--- src/assert_macros.svh ---
// Assertion macros shared by the RTL of the priority queue block.
// Depends on nothing; included by files that carry concurrent checks.
`ifndef ASSERT_MACROS_SVH
`define ASSERT_MACROS_SVH

// Same-cycle implication, disabled during reset.
`define ASSERT_IMPL(label, clk, rst, ante, cons) \
  label: assert property (@(posedge clk) disable iff (rst) (ante) |-> (cons)) \
    else $error("assertion failed: same-cycle implication");

// Next-cycle implication, disabled during reset.
`define ASSERT_NEXT(label, clk, rst, ante, cons) \
  label: assert property (@(posedge clk) disable iff (rst) (ante) |=> (cons)) \
    else $error("assertion failed: next-cycle implication");

`endif

--- src/dpof_ram.sv ---
// Generic single-write, single-read RAM with a registered read port.
// Depends on nothing.
`default_nettype none

module dpof_ram #(
  parameter int WIDTH = 64,
  parameter int DEPTH = 16
) (
  input  wire logic                     clk,
  input  wire logic                     we,
  input  wire logic [$clog2(DEPTH)-1:0] waddr,
  input  wire logic [WIDTH-1:0]         wdata,
  input  wire logic                     re,
  input  wire logic [$clog2(DEPTH)-1:0] raddr,
  output logic      [WIDTH-1:0]         rdata
);

  logic [WIDTH-1:0] mem [DEPTH];

  // Write port
  always_ff @(posedge clk) begin
    if (we) begin
      mem[waddr] <= wdata;
    end
  end

  // Registered read port
  always_ff @(posedge clk) begin
    if (re) begin
      rdata <= mem[raddr];
    end
  end

endmodule

`default_nettype wire

--- config.mk ---
export PLATFORM = sky130hd
export DESIGN_NAME = dpof_ram
export DESIGN_NICKNAME = d
export VERILOG_FILES = /design/src/assert_macros.svh /design/src/dpof_ram.sv
export SDC_FILE = /design/constraint.sdc
export NUM_CORES = 1
export LEC_CHECK = 0
export BUFFER_PORTS_ARGS = -buffer_cell sky130_fd_sc_hd__buf_2
export CAP_MARGIN = 5
export CORE_MARGIN = 3
export CORE_UTILIZATION = 35
export DETAILED_ROUTE_END_ITERATION = 8
export PLACE_DENSITY = 0.56
export SETUP_SLACK_MARGIN = 0.1
export SYNTH_ARGS = -nofsm -noshare
export SYNTH_HDL_FRONTEND = slang
export SYNTH_SLANG_ARGS = --single-unit
--- constraint.sdc ---
create_clock -name clk -period 11.24 [get_ports clk]
set_input_delay 0 -clock clk [delete_from_list [all_inputs] [get_ports clk]]
set_output_delay 0 -clock clk [all_outputs]
set_load 0.02 [all_outputs]
==> results.md, run 1 <==
- Synth Cell Area: 40200 um2
- Die area: around 120000 um2
- Core area: 113000 um2
- Final Instance Area: 46600 um2
- Synth cell types: 17
- Largest family of logic cells by synthesized area: multiplexers
- Number of setup buffers added after CTS: 0
- Post-synth top flop: edfxtp_1
- Synth warn: 0
- Setup WS pre-CTS: 8.28 ns
- Placed standard-cell area: around 43000 um2
- CTS root buffer: clkbuf_16
- Final min period: 2.14 ns
- Setup TNS: 0 ns
- Die Y: 345 um
- Layout overhead on the synthesized area: 15.9%
- Hold Path Class: in -> reg
- Layout cells sized above 1: between 20% and 30%
- Final hold violations: 0
- Vias in the first global route: 19400
- IR drop worst, VDD: between 0.1 and 0.15 mV
- Post-synth top cells: edfxtp_1 (1088), mux4_2 (256), a22oi_1 (128), nand2_1 (65), clkbuf_1 (36)
- Final Util: between 40% and 50%
- Critical path, cell by cell: buf_8, buf_4, mux4_2, a22oi_1, nand2_1
- Die width: 345 um
- WP buf/inv: 2
- Number of nets in the layout: 1985
- Slew @ Worst Pin: 1.17 ns
- Final hold slack: between 0.08 and 0.09 ns
- DR vias: about 18000
- Initial core utilization: 35.5%
- Worst Setup Start Kind: input port
- Clock-pin slew on the worst setup and hold paths: 0.06 ns
- Synth Area in Compound Gates: approximately 2.4%
- Worst path required time: around 12 ns
- 1st-iter DRT viols: between 1500 and 2000
- CP endpoint kind: flop
- Relative slew margins: 22.0%
- XOR/XNOR share of the synthesized area: 0%
- Status: complete, no violations
- CTS tree: built
- Largest net degree at the start of global routing: approximately 150
- Maximum buffer depth of the clock tree: 3
- Ports: 139
- Slew Viols, Final: 0
- Dpl hpwl: 46.0 mm
- Post-synthesis simple-gate area fraction: less than 1%
- Sequential power share: 55.3%
- Most common cell in the netlist: edfxtp_1
- Yosys top cell by area: edfxtp_1
- Gp weighted congestion: 0.694
- DRT Pass-1 Iters: 5
- First-pass GRT wire length: 138 mm
- RSZ-0062 raised after global routing: no
- CTS H-Tree Depth: 3
- Final setup viols: 0
- Setup Skew: 0.0223 ns
- Post-synth EDFFs: 1088
- Cts-stage hold buffer count: 65
- Max-cap violations: 0
- Leak Pwr: 14.7 nW
- Sw Pwr: 0.00175 W
- Clock group share of total power: 39.5%
- Total track usage: 15.9%
- Final antenna-violating net count: 0
- Register area share after synthesis: 81.2%
- PostCTS Resize Cnt: 0
- Post-synthesis cell count: 1647
- Largest delay contributor family on the critical path: buffers and inverters
- Post-synthesis mux area share: 14.3%
- # rows: 123
- Power density cells: 178 nW/um2
- Area share of fa/ha/maj cells after synthesis: 0%
- WL final: 95.3 mm
- Clock sinks: 1088
- WL per Instance: about 27 um
- Fmax: 0.468 GHz
- Synth top area share: 81.2%
- Crit Path Max Fanout: 66
- Initial antenna violation count: 7
- Combinational Power Share: 5.1%
- Worst setup path class: in -> reg
- Remaining Overflow, GRT: 0
- Final period utilization: about a fifth
- FF+latch count, synth: 1088
- Clk_lat worst skew: 0.66 ns
- Max stage delay on crit path: between 0.9 and 1 ns
- Mean Syn Cell Area: ~24 um2
- Asr flop ratio synth: 0%
- Num CTS Buffers: 106
- Drc violations: 0
- WP data arrival: roughly 2.5 ns
- Slowest cell on the critical path: buf_4
- Port Buffers: 138
- Switch share: 21.0%
- R2r setup slk: 9.71 ns
- Area contributors post-synth: edfxtp_1 (81%), mux4_2 (14%), a22oi_1 (2.4%), nand2_1 (0.61%), buf_6 (0.36%)
- P_int: around 0.0066 W
- Vias per cell: between 5 and 6
- Fin worst setup slack: 9.10 ns
- Synthesized net count: 1722
cell families (layout without fill, tap and decap cells):
kind of cell	count (synthesis)	count (layout)
buffers and inverters	84	433
other	0	3
muxes	256	256
DFF	1088	1088
and+or+nand+nor	91	91
AOI/OAI and AO/OA	128	128
state kept, by name, summed over array words and instances (netlist names):
name	cells
rdata	64
mem	1024
final timing paths:
path | from | to | depth (start not counted)
worst max register to register | mem[11][28] | rdata[28] | 3
worst max-delay path | raddr[0] | rdata[49] | 5
worst min-delay path | waddr[0] | mem[4][15] | 3
worst min register to register | mem[15][43] | rdata[43] | 3
worst min-delay path, stage by stage:
cell and delay (ns):
buf_2 0.18, nor3_2 0.06, buf_4 0.27
layer usage:
| metal | wire (um) | part of all wire, % | up-vias | track usage, % |
|---|---|---|---|---|
| li1 | - | - | 7639 | - |
| met1 | 41300 | 43 | 9973 | 22.5 |
| met2 | 46500 | 49 | 580 | 25.6 |
| met3 | 5740 | 6.0 | 128 | 3.24 |
| met4 | 1720 | 1.8 | 4 | 3.17 |
| met5 | 21 | 0.022 | - | 0 |
placed cells by master (no fill, tap or decap), types with 2 or more instances in the layout:
cell / synthesis / final
dlygate4sd3_1: 0 / 65
nor3_2: 0 / 4
inv_6: 0 / 3
a22oi_1: 128 / 128
clkinv_1: 0 / 30
clkinv_2: 0 / 19
mux4_2: 256 / 256
nand2_1: 65 / 65
diode_2: 0 / 3
clkinvlp_4: 0 / 6
buf_2: 13 / 135
clkbuf_1: 36 / 23
buf_8: 0 / 2
clkinv_4: 0 / 2
nor2b_4: 0 / 2
edfxtp_1: 1088 / 1088
nor2_4: 0 / 13
buf_4: 6 / 36
nand2b_1: 2 / 2
nand3b_1: 2 / 2
bufinv_16: 0 / 4
clkbuf_16: 0 / 107
cell type report:
type                    count  area, um2
clock buffers             130       2760
flip-flops and latches   1088      32700
clock inverters            64        417
fillers                  9844      66700
multi-input cells         475       7230
repair buffers            239       1650
diodes                      3       7.51
well taps                1500       1880
through the flow:
stage / total power, W / instances
global placement: 0.00509 / 3237
floorplan: 0.00492 / 1647
CTS: 0.00840 / 3496
detailed placement: 0.00510 / 3237
finish: 0.00832 / 3499
global route: 0.00860 / 3496
power groups by stage:
| stage | clock network (W) | logic (W) | registers, W |
|---|---|---|---|
| 4_1_cts | 0.00336 | 0.000436 | 0.00460 |
| 3_5_place_dp | 0 | 0.000413 | 0.00469 |
| 3_3_place_gp | 0 | 0.000404 | 0.00469 |
| 5_1_grt | 0.00353 | 0.000462 | 0.00461 |
| 6_report | 0.00329 | 0.000426 | 0.00460 |
| 2_1_floorplan | 0 | 0.000216 | 0.00470 |
(Power assumes the default switching activity.)
==> run 2, diff against run 1 <==
PLACE_DENSITY = 0.58   (was 0.56)
clock period = 1.7 ns   (was 11.24 ns; I/O delays follow)
==> run 2 against run 1 <==
Net effect:
- critical path depth fell by 2
- clock skew rose by 0.00054 ns
- wire length barely moved
- final cell count rose by 2.6%
- non-clock buffer count rose by 88
- setup slack got worse by 9.0 ns
- register-to-register slack got worse by 9.6 ns
- first-iteration DRC count fell by 0.11%
- via count rose by 2.1%
- flip-flop and latch count did not move
- die area did not move
==> results.md, run 2 (synthesis gave the netlist of run 1 again) <==
- Status: complete, no violations
- Final period utilization: about 91%
- Gp weighted congestion: 0.732 (+5.5%)
- Largest net degree at the start of global routing: 47 (-68%)
- Fin cells: 3589 (+2.6%)
- Most frequent cells in the layout: edfxtp_1 (1088), mux4_2 (256), buf_2 (135)
- # rows: 123 (unchanged)
- Initial core utilization: 35.5% (unchanged)
- Maximum buffer depth of the clock tree: 3 (unchanged)
- Largest register FFs: 1024 (unchanged)
- Die area: 119000 um2 (unchanged)
- CTS tree: built
- Biggest regs: mem (1024), rdata (64)
- Die Y: 345 um (unchanged)
- DR vias: 18700 (+2.1%)
- Ports: 139 (unchanged)
- Vias in the first global route: 20200 (+4.0%)
- CP endpoint kind: flop
- Initial antenna violation count: 15 (+8)
- Slowest cell on the critical path: mux4_2
- Die width: 345 um (unchanged)
- Layout overhead on the synthesized area: 21.0%
- WP data arrival: 1.91 ns (-0.61 ns)
- Dpl cells: 3322 (+2.6%)
- Worst path required time: 2.06 ns (-9.56 ns)
- Drc violations: 0 (unchanged)
- Num CTS Buffers: 106 (unchanged)
- Final setup viols: 0 (unchanged)
- Most flops, register: mem
- Number of nets in the layout: 2073 (+4.4%)
- WL final: 95.4 mm (about the same)
- Clock-pin slew on the worst setup and hold paths: 0.06 ns (about the same)
- Vias per cell: 5.21 (-0.42%)
- Layout cells sized above 1: 33.0% (+3.4 points)
- Reg2Reg Depth: 3 (unchanged)
- Largest delay contributor family on the critical path: multiplexers
- Fmax: between 0.6 and 0.7 GHz
- Dpl hpwl: 52.3 mm (+14%)
- WL per Instance: 26.6 um (-2.4%)
- Max stage delay on crit path: 0.48 ns (-0.43 ns)
- Remaining Overflow, GRT: 0 (unchanged)
- Critical path, cell by cell: mux4_2, a22oi_1, nand2_1
- Port Buffers: 138 (unchanged)
- IR drop worst, VDD: 0.896 mV (+550%)
- Worst Hold Path Cells: 4 (+1)
- Slew @ Worst Pin: 0.482 ns (-0.686 ns)
- Worst Setup Start Kind: flop
- Total track usage: 15.9% (+0.055 points)
- Clk_lat worst skew: 0.67 ns (about the same)
- Slew Viols, Final: 0 (unchanged)
- CTS H-Tree Depth: 3 (unchanged)
- Setup TNS: 0 ns (unchanged)
- Commonest non-fill, non-tap cell in the layout: edfxtp_1
- Crit Path Max Fanout: 1 (-98%)
- Final hold violations: 0 (unchanged)
- Relative slew margins: 67.9% (+46 points)
- Worst setup path class: reg -> reg
- Final min period: between 1.5 and 2 ns
- 1st-iter DRT viols: 1820 (-0.11%)
- Final antenna-violating net count: 0 (unchanged)
- First-pass GRT wire length: 141 mm (+1.9%)
- CTS root buffer: clkbuf_16
- WP buf/inv: 0 (-2)
- Core area: 113000 um2 (unchanged)
- Clock sinks: 1088 (unchanged)
- Leak Pwr: 15.6 nW (+6.1%)
- Max-cap violations: 0 (unchanged)
- Setup Skew: 0.0228 ns (+0.000536 ns)
- Hold Path Class: in -> reg
- Power density cells: 1180 nW/um2 (+560%)
- Cell depth of the worst setup path: 3 (-2)
- RSZ-0062 raised after global routing: no
- DRT Pass-1 Iters: 5 (unchanged)
run 2: metrics by stage:
| stage | total power, W | instance area (um2) | setup slack, ns | hold WS [ns] | util [%] |
|---|---|---|---|---|---|
| final | 0.0575 | 48600 | 0.152 | 0.0496 | 43.0 |
| after global routing | 0.0594 | 48600 | 0.104 | 0.0436 | 42.9 |
| after CTS | 0.0581 | 48600 | 0.123 | 0.00805 | 42.9 |
| after detailed placement | 0.0340 | 44400 | -0.103 | 0.382 | 39.2 |
| after global placement | 0.0340 | 44400 | -0.0839 | 0.362 | 39.2 |
| after floorplan | 0.0325 | 40400 | -0.768 | 0.0989 | - |
run 2: final timing paths:
| kind | slack (ns) | to | startpoint |
|---|---|---|---|
| hold / removal | 0.05 | mem[15][15] | waddr[2] |
| setup / recovery | 0.15 | rdata[1] | mem[2][1] |
| hold reg to reg | 0.74 | rdata[14] | mem[6][14] |
| setup reg to reg | 0.15 | rdata[1] | mem[2][1] |
run 2: worst reg2reg max path, stage by stage, from the launching register on:
cell	delay, ns
edfxtp_1	0.37
mux4_2	0.48
a22oi_1	0.21
nand2_1	0.19
run 2: power breakdown:
part	leakage [nW]	internal [W]	switching (W)
sequential	9.89	0.0302	0.000198
combinational	3.94	0.00135	0.00180
clock	1.73	0.0143	0.00967
total	15.6	0.0459	0.0117
run 2: per-layer routing:
| metal | vias to the layer above | global-route usage [%] | routed length (um) | part of all wire (%) |
|---|---|---|---|---|
| li1 | 7857 | - | - | - |
| met1 | 10200 | 22.2 | 41800 | 44 |
| met2 | 510 | 26.2 | 47000 | 49 |
| met3 | 112 | 2.92 | 5320 | 5.6 |
| met4 | 6 | 3.53 | 1290 | 1.3 |
| met5 | - | 0 | 34 | 0.036 |
run 2: repair_timing:
item | in CTS | in global routing
hold buffers | 68 | 0
setup buffers | 0 | 0
endpoints found under the hold margin | 1135 | 0
gates resized for setup | 0 | 1
endpoints found under the setup margin | 0 | 1
run 2: area by class of cell:
class                           count  area [um2]
Fill cell                        9643       64600
Sequential cell                  1088       32700
Multi-Input combinational cell    475        7290
Timing Repair Buffer              327        3220
Clock buffer                      124        2760
Tap cell                         1500        1880
Clock inverter                     65         806
Antenna cell                       10        25.0
==> run 3, diff against run 2 <==
PLACE_DENSITY = 0.56   (was 0.58)
clock period = 1.92 ns   (was 1.7 ns; I/O delays follow)
==> run 3 against run 2 <==
Net effect:
- clock skew up 0.032 ns
- final cell count down 0.20%
- clock-buffer cell count down 3
- wire length down 0.55%
- largest power group unchanged
- cell area down 0.30%
- setup slack better by 0.0081 ns
- worst hold slack better by 0.089 ns
- largest cell class unchanged
- sequential power down 12%
- utilization down 0.13 points
- non-clock buffer count down 7
- first-iteration DRC count up 6.2%
==> results.md, run 3 (synthesis gave the netlist of run 1 again) <==
- Final Instance Area: 48500 um2 (-0.30%)
- Vias per cell: 5.23 (+0.31%)
- Largest register FFs: 1024 (unchanged)
- Worst path required time: 2.29 ns (+0.23 ns)
- First-pass GRT wire length: 140 mm (-0.58%)
- # rows: 123 (unchanged)
- Initial antenna violation count: 11 (-4)
- CP endpoint kind: flop
- Max-cap violations: 0 (unchanged)
- Fmax: 0.568 GHz
- Dpl hpwl: 52.9 mm (+1.3%)
- Hold Path Class: in -> reg
- Status: complete, no violations
- Final setup viols: 0 (unchanged)
- Metal3 WL: 5.23 mm (-1.5%)
- Worst setup path class: in -> reg
- CTS H-Tree Depth: 3 (unchanged)
- Drc violations: 0 (unchanged)
- Core area: 113000 um2 (unchanged)
- DRT Pass-1 Iters: 7 (+2)
- Port Buffers: 138 (unchanged)
- Total track usage: 15.9% (-0.026 points)
- Die area: 119000 um2 (unchanged)
- Largest net degree at the start of global routing: 59 (+26%)
- DR vias: 18700 (+0.12%)
- Leak Pwr: 15.5 nW (-0.49%)
- Commonest non-fill, non-tap cell in the layout: edfxtp_1
- Gp weighted congestion: 0.712 (-2.8%)
- 1st-iter DRT viols: 1933 (+6.2%)
- Worst Setup Start Kind: input port
- Number of nets in the layout: 2067 (-0.29%)
- Setup Skew: 0.0549 ns (+0.0321 ns)
- Power density cells: 1040 nW/um2 (-12%)
- Layout cells sized above 1: 32.8% (-0.22 points)
- Final hold violations: 0 (unchanged)
- Top Layer Used: met5
- Layout overhead on the synthesized area: 20.6%
- Number of fill cells in the layout: 9710 (+0.69%)
- RSZ-0062 raised after global routing: no
- Slew Viols, Final: 0 (unchanged)
- Die width: 345 um (unchanged)
- CTS tree: built
- Clock-pin slew on the worst setup and hold paths: 0.06 ns (about the same)
- CTS root buffer: clkbuf_16
- Clock sinks: 1088 (unchanged)
- Initial core utilization: 35.5% (unchanged)
- Crit Path Max Fanout: 6 (+5)
- Relative slew margins: 59.2% (-8.7 points)
- Final min period: approximately 1.8 ns
- Most frequent cells in the layout: edfxtp_1 (1088), mux4_2 (256), buf_2 (135)
- Clk_lat worst skew: 0.69 ns (+0.02 ns)
- Vias in the first global route: 19600 (-2.9%)
- WL final: 94.9 mm (-0.55%)
- IR drop worst, VDD: 0.761 mV (-15%)
- Most flops, register: mem
- WP data arrival: 2.13 ns (+0.22 ns)
- Slew @ Worst Pin: 0.611 ns (+0.129 ns)
- Wl on met1: 42.1 mm (+0.67%)
- Maximum buffer depth of the clock tree: 3 (unchanged)
- Placed standard-cell area: 44200 um2 (-0.38%)
- Final Util: 42.8% (-0.13 points)
- Die Y: 345 um (unchanged)
- WL per Instance: 26.5 um (-0.36%)
- Final period utilization: 91.7%
- Final antenna-violating net count: 0 (unchanged)
- DR WL met2: 46.2 mm (-1.7%)
- Num CTS Buffers: 107 (+0.94%)
- Biggest regs: mem (1024), rdata (64)
- Remaining Overflow, GRT: 0 (unchanged)
- Ports: 139 (unchanged)
run 3: changes by cell type in the layout (fill, tap and decap cells not counted), sizes merged:
cell	before	now
buf	259	245
clkinvlp	3	8
dlygate4sd3	68	75
bufinv	18	13
diode	10	4
clkbuf	124	121
clkinv	42	51
run 3: report_power, final:
group	leakage (nW)	switching, W	internal (W)
registers	9.89	0.000164	0.0268
logic	3.88	0.00158	0.00115
clock network	1.71	0.00889	0.0120
total	15.5	0.0106	0.0399
run 3: timing repair:
| item | 4_1_cts | 5_1_grt |
|---|---|---|
| hold buffers | 75 | 0 |
| hold endpoints to repair | 1128 | 0 |
| gates resized for setup | 0 | 0 |
| buffers inserted | 0 | 0 |
run 3: layout make-up:
type	count	area, um2	area share [%]
Sequential cell	1088	32700	67.4
Clock inverter	74	810	1.67
Multi-Input combinational cell	475	7270	15.0
Timing Repair Buffer	320	3130	6.45
Clock buffer	121	2730	5.63
Antenna cell	4	10.0	0.0206
Tap cell	1500	1880	3.87
run 3: through the flow:
stage	setup WS (ns)	setup TNS, ns	hold slack (ns)	power (W)	std cells
final	0.160	0	0.139	0.0506	3582
after global routing	0.140	0	0.137	0.0523	3579
after CTS	0.201	0	0.106	0.0511	3578
after detailed placement	0.141	0	0.387	0.0301	3308
after global placement	0.137	0	0.361	0.0300	3308
after floorplan	-0.548	-290.32	0.0989	0.0288	1647
run 3: final timing paths:
path               start          end  slack, ns  cells past startpoint
min reg2reg  mem[14][37]    rdata[37]       0.71                      3
min             raddr[2]    rdata[17]       0.14                      4
max reg2reg  mem[11][49]    rdata[49]       0.38                      3
max             waddr[3]  mem[14][29]       0.16                      5
run 3: metal layers:
layer	GRT usage (%)	vias to the layer above
met5	0	-
met4	3.61	8
met3	2.52	111
met2	25.3	570
met1	23.2	10200
li1	-	7836
run 3: worst max-delay path, stage by stage:
cell and delay [ns]:
dlygate4sd3_1 0.55, buf_2 0.16, nand3_4 0.15, nor2_4 0.50, dlygate4sd3_1 0.76
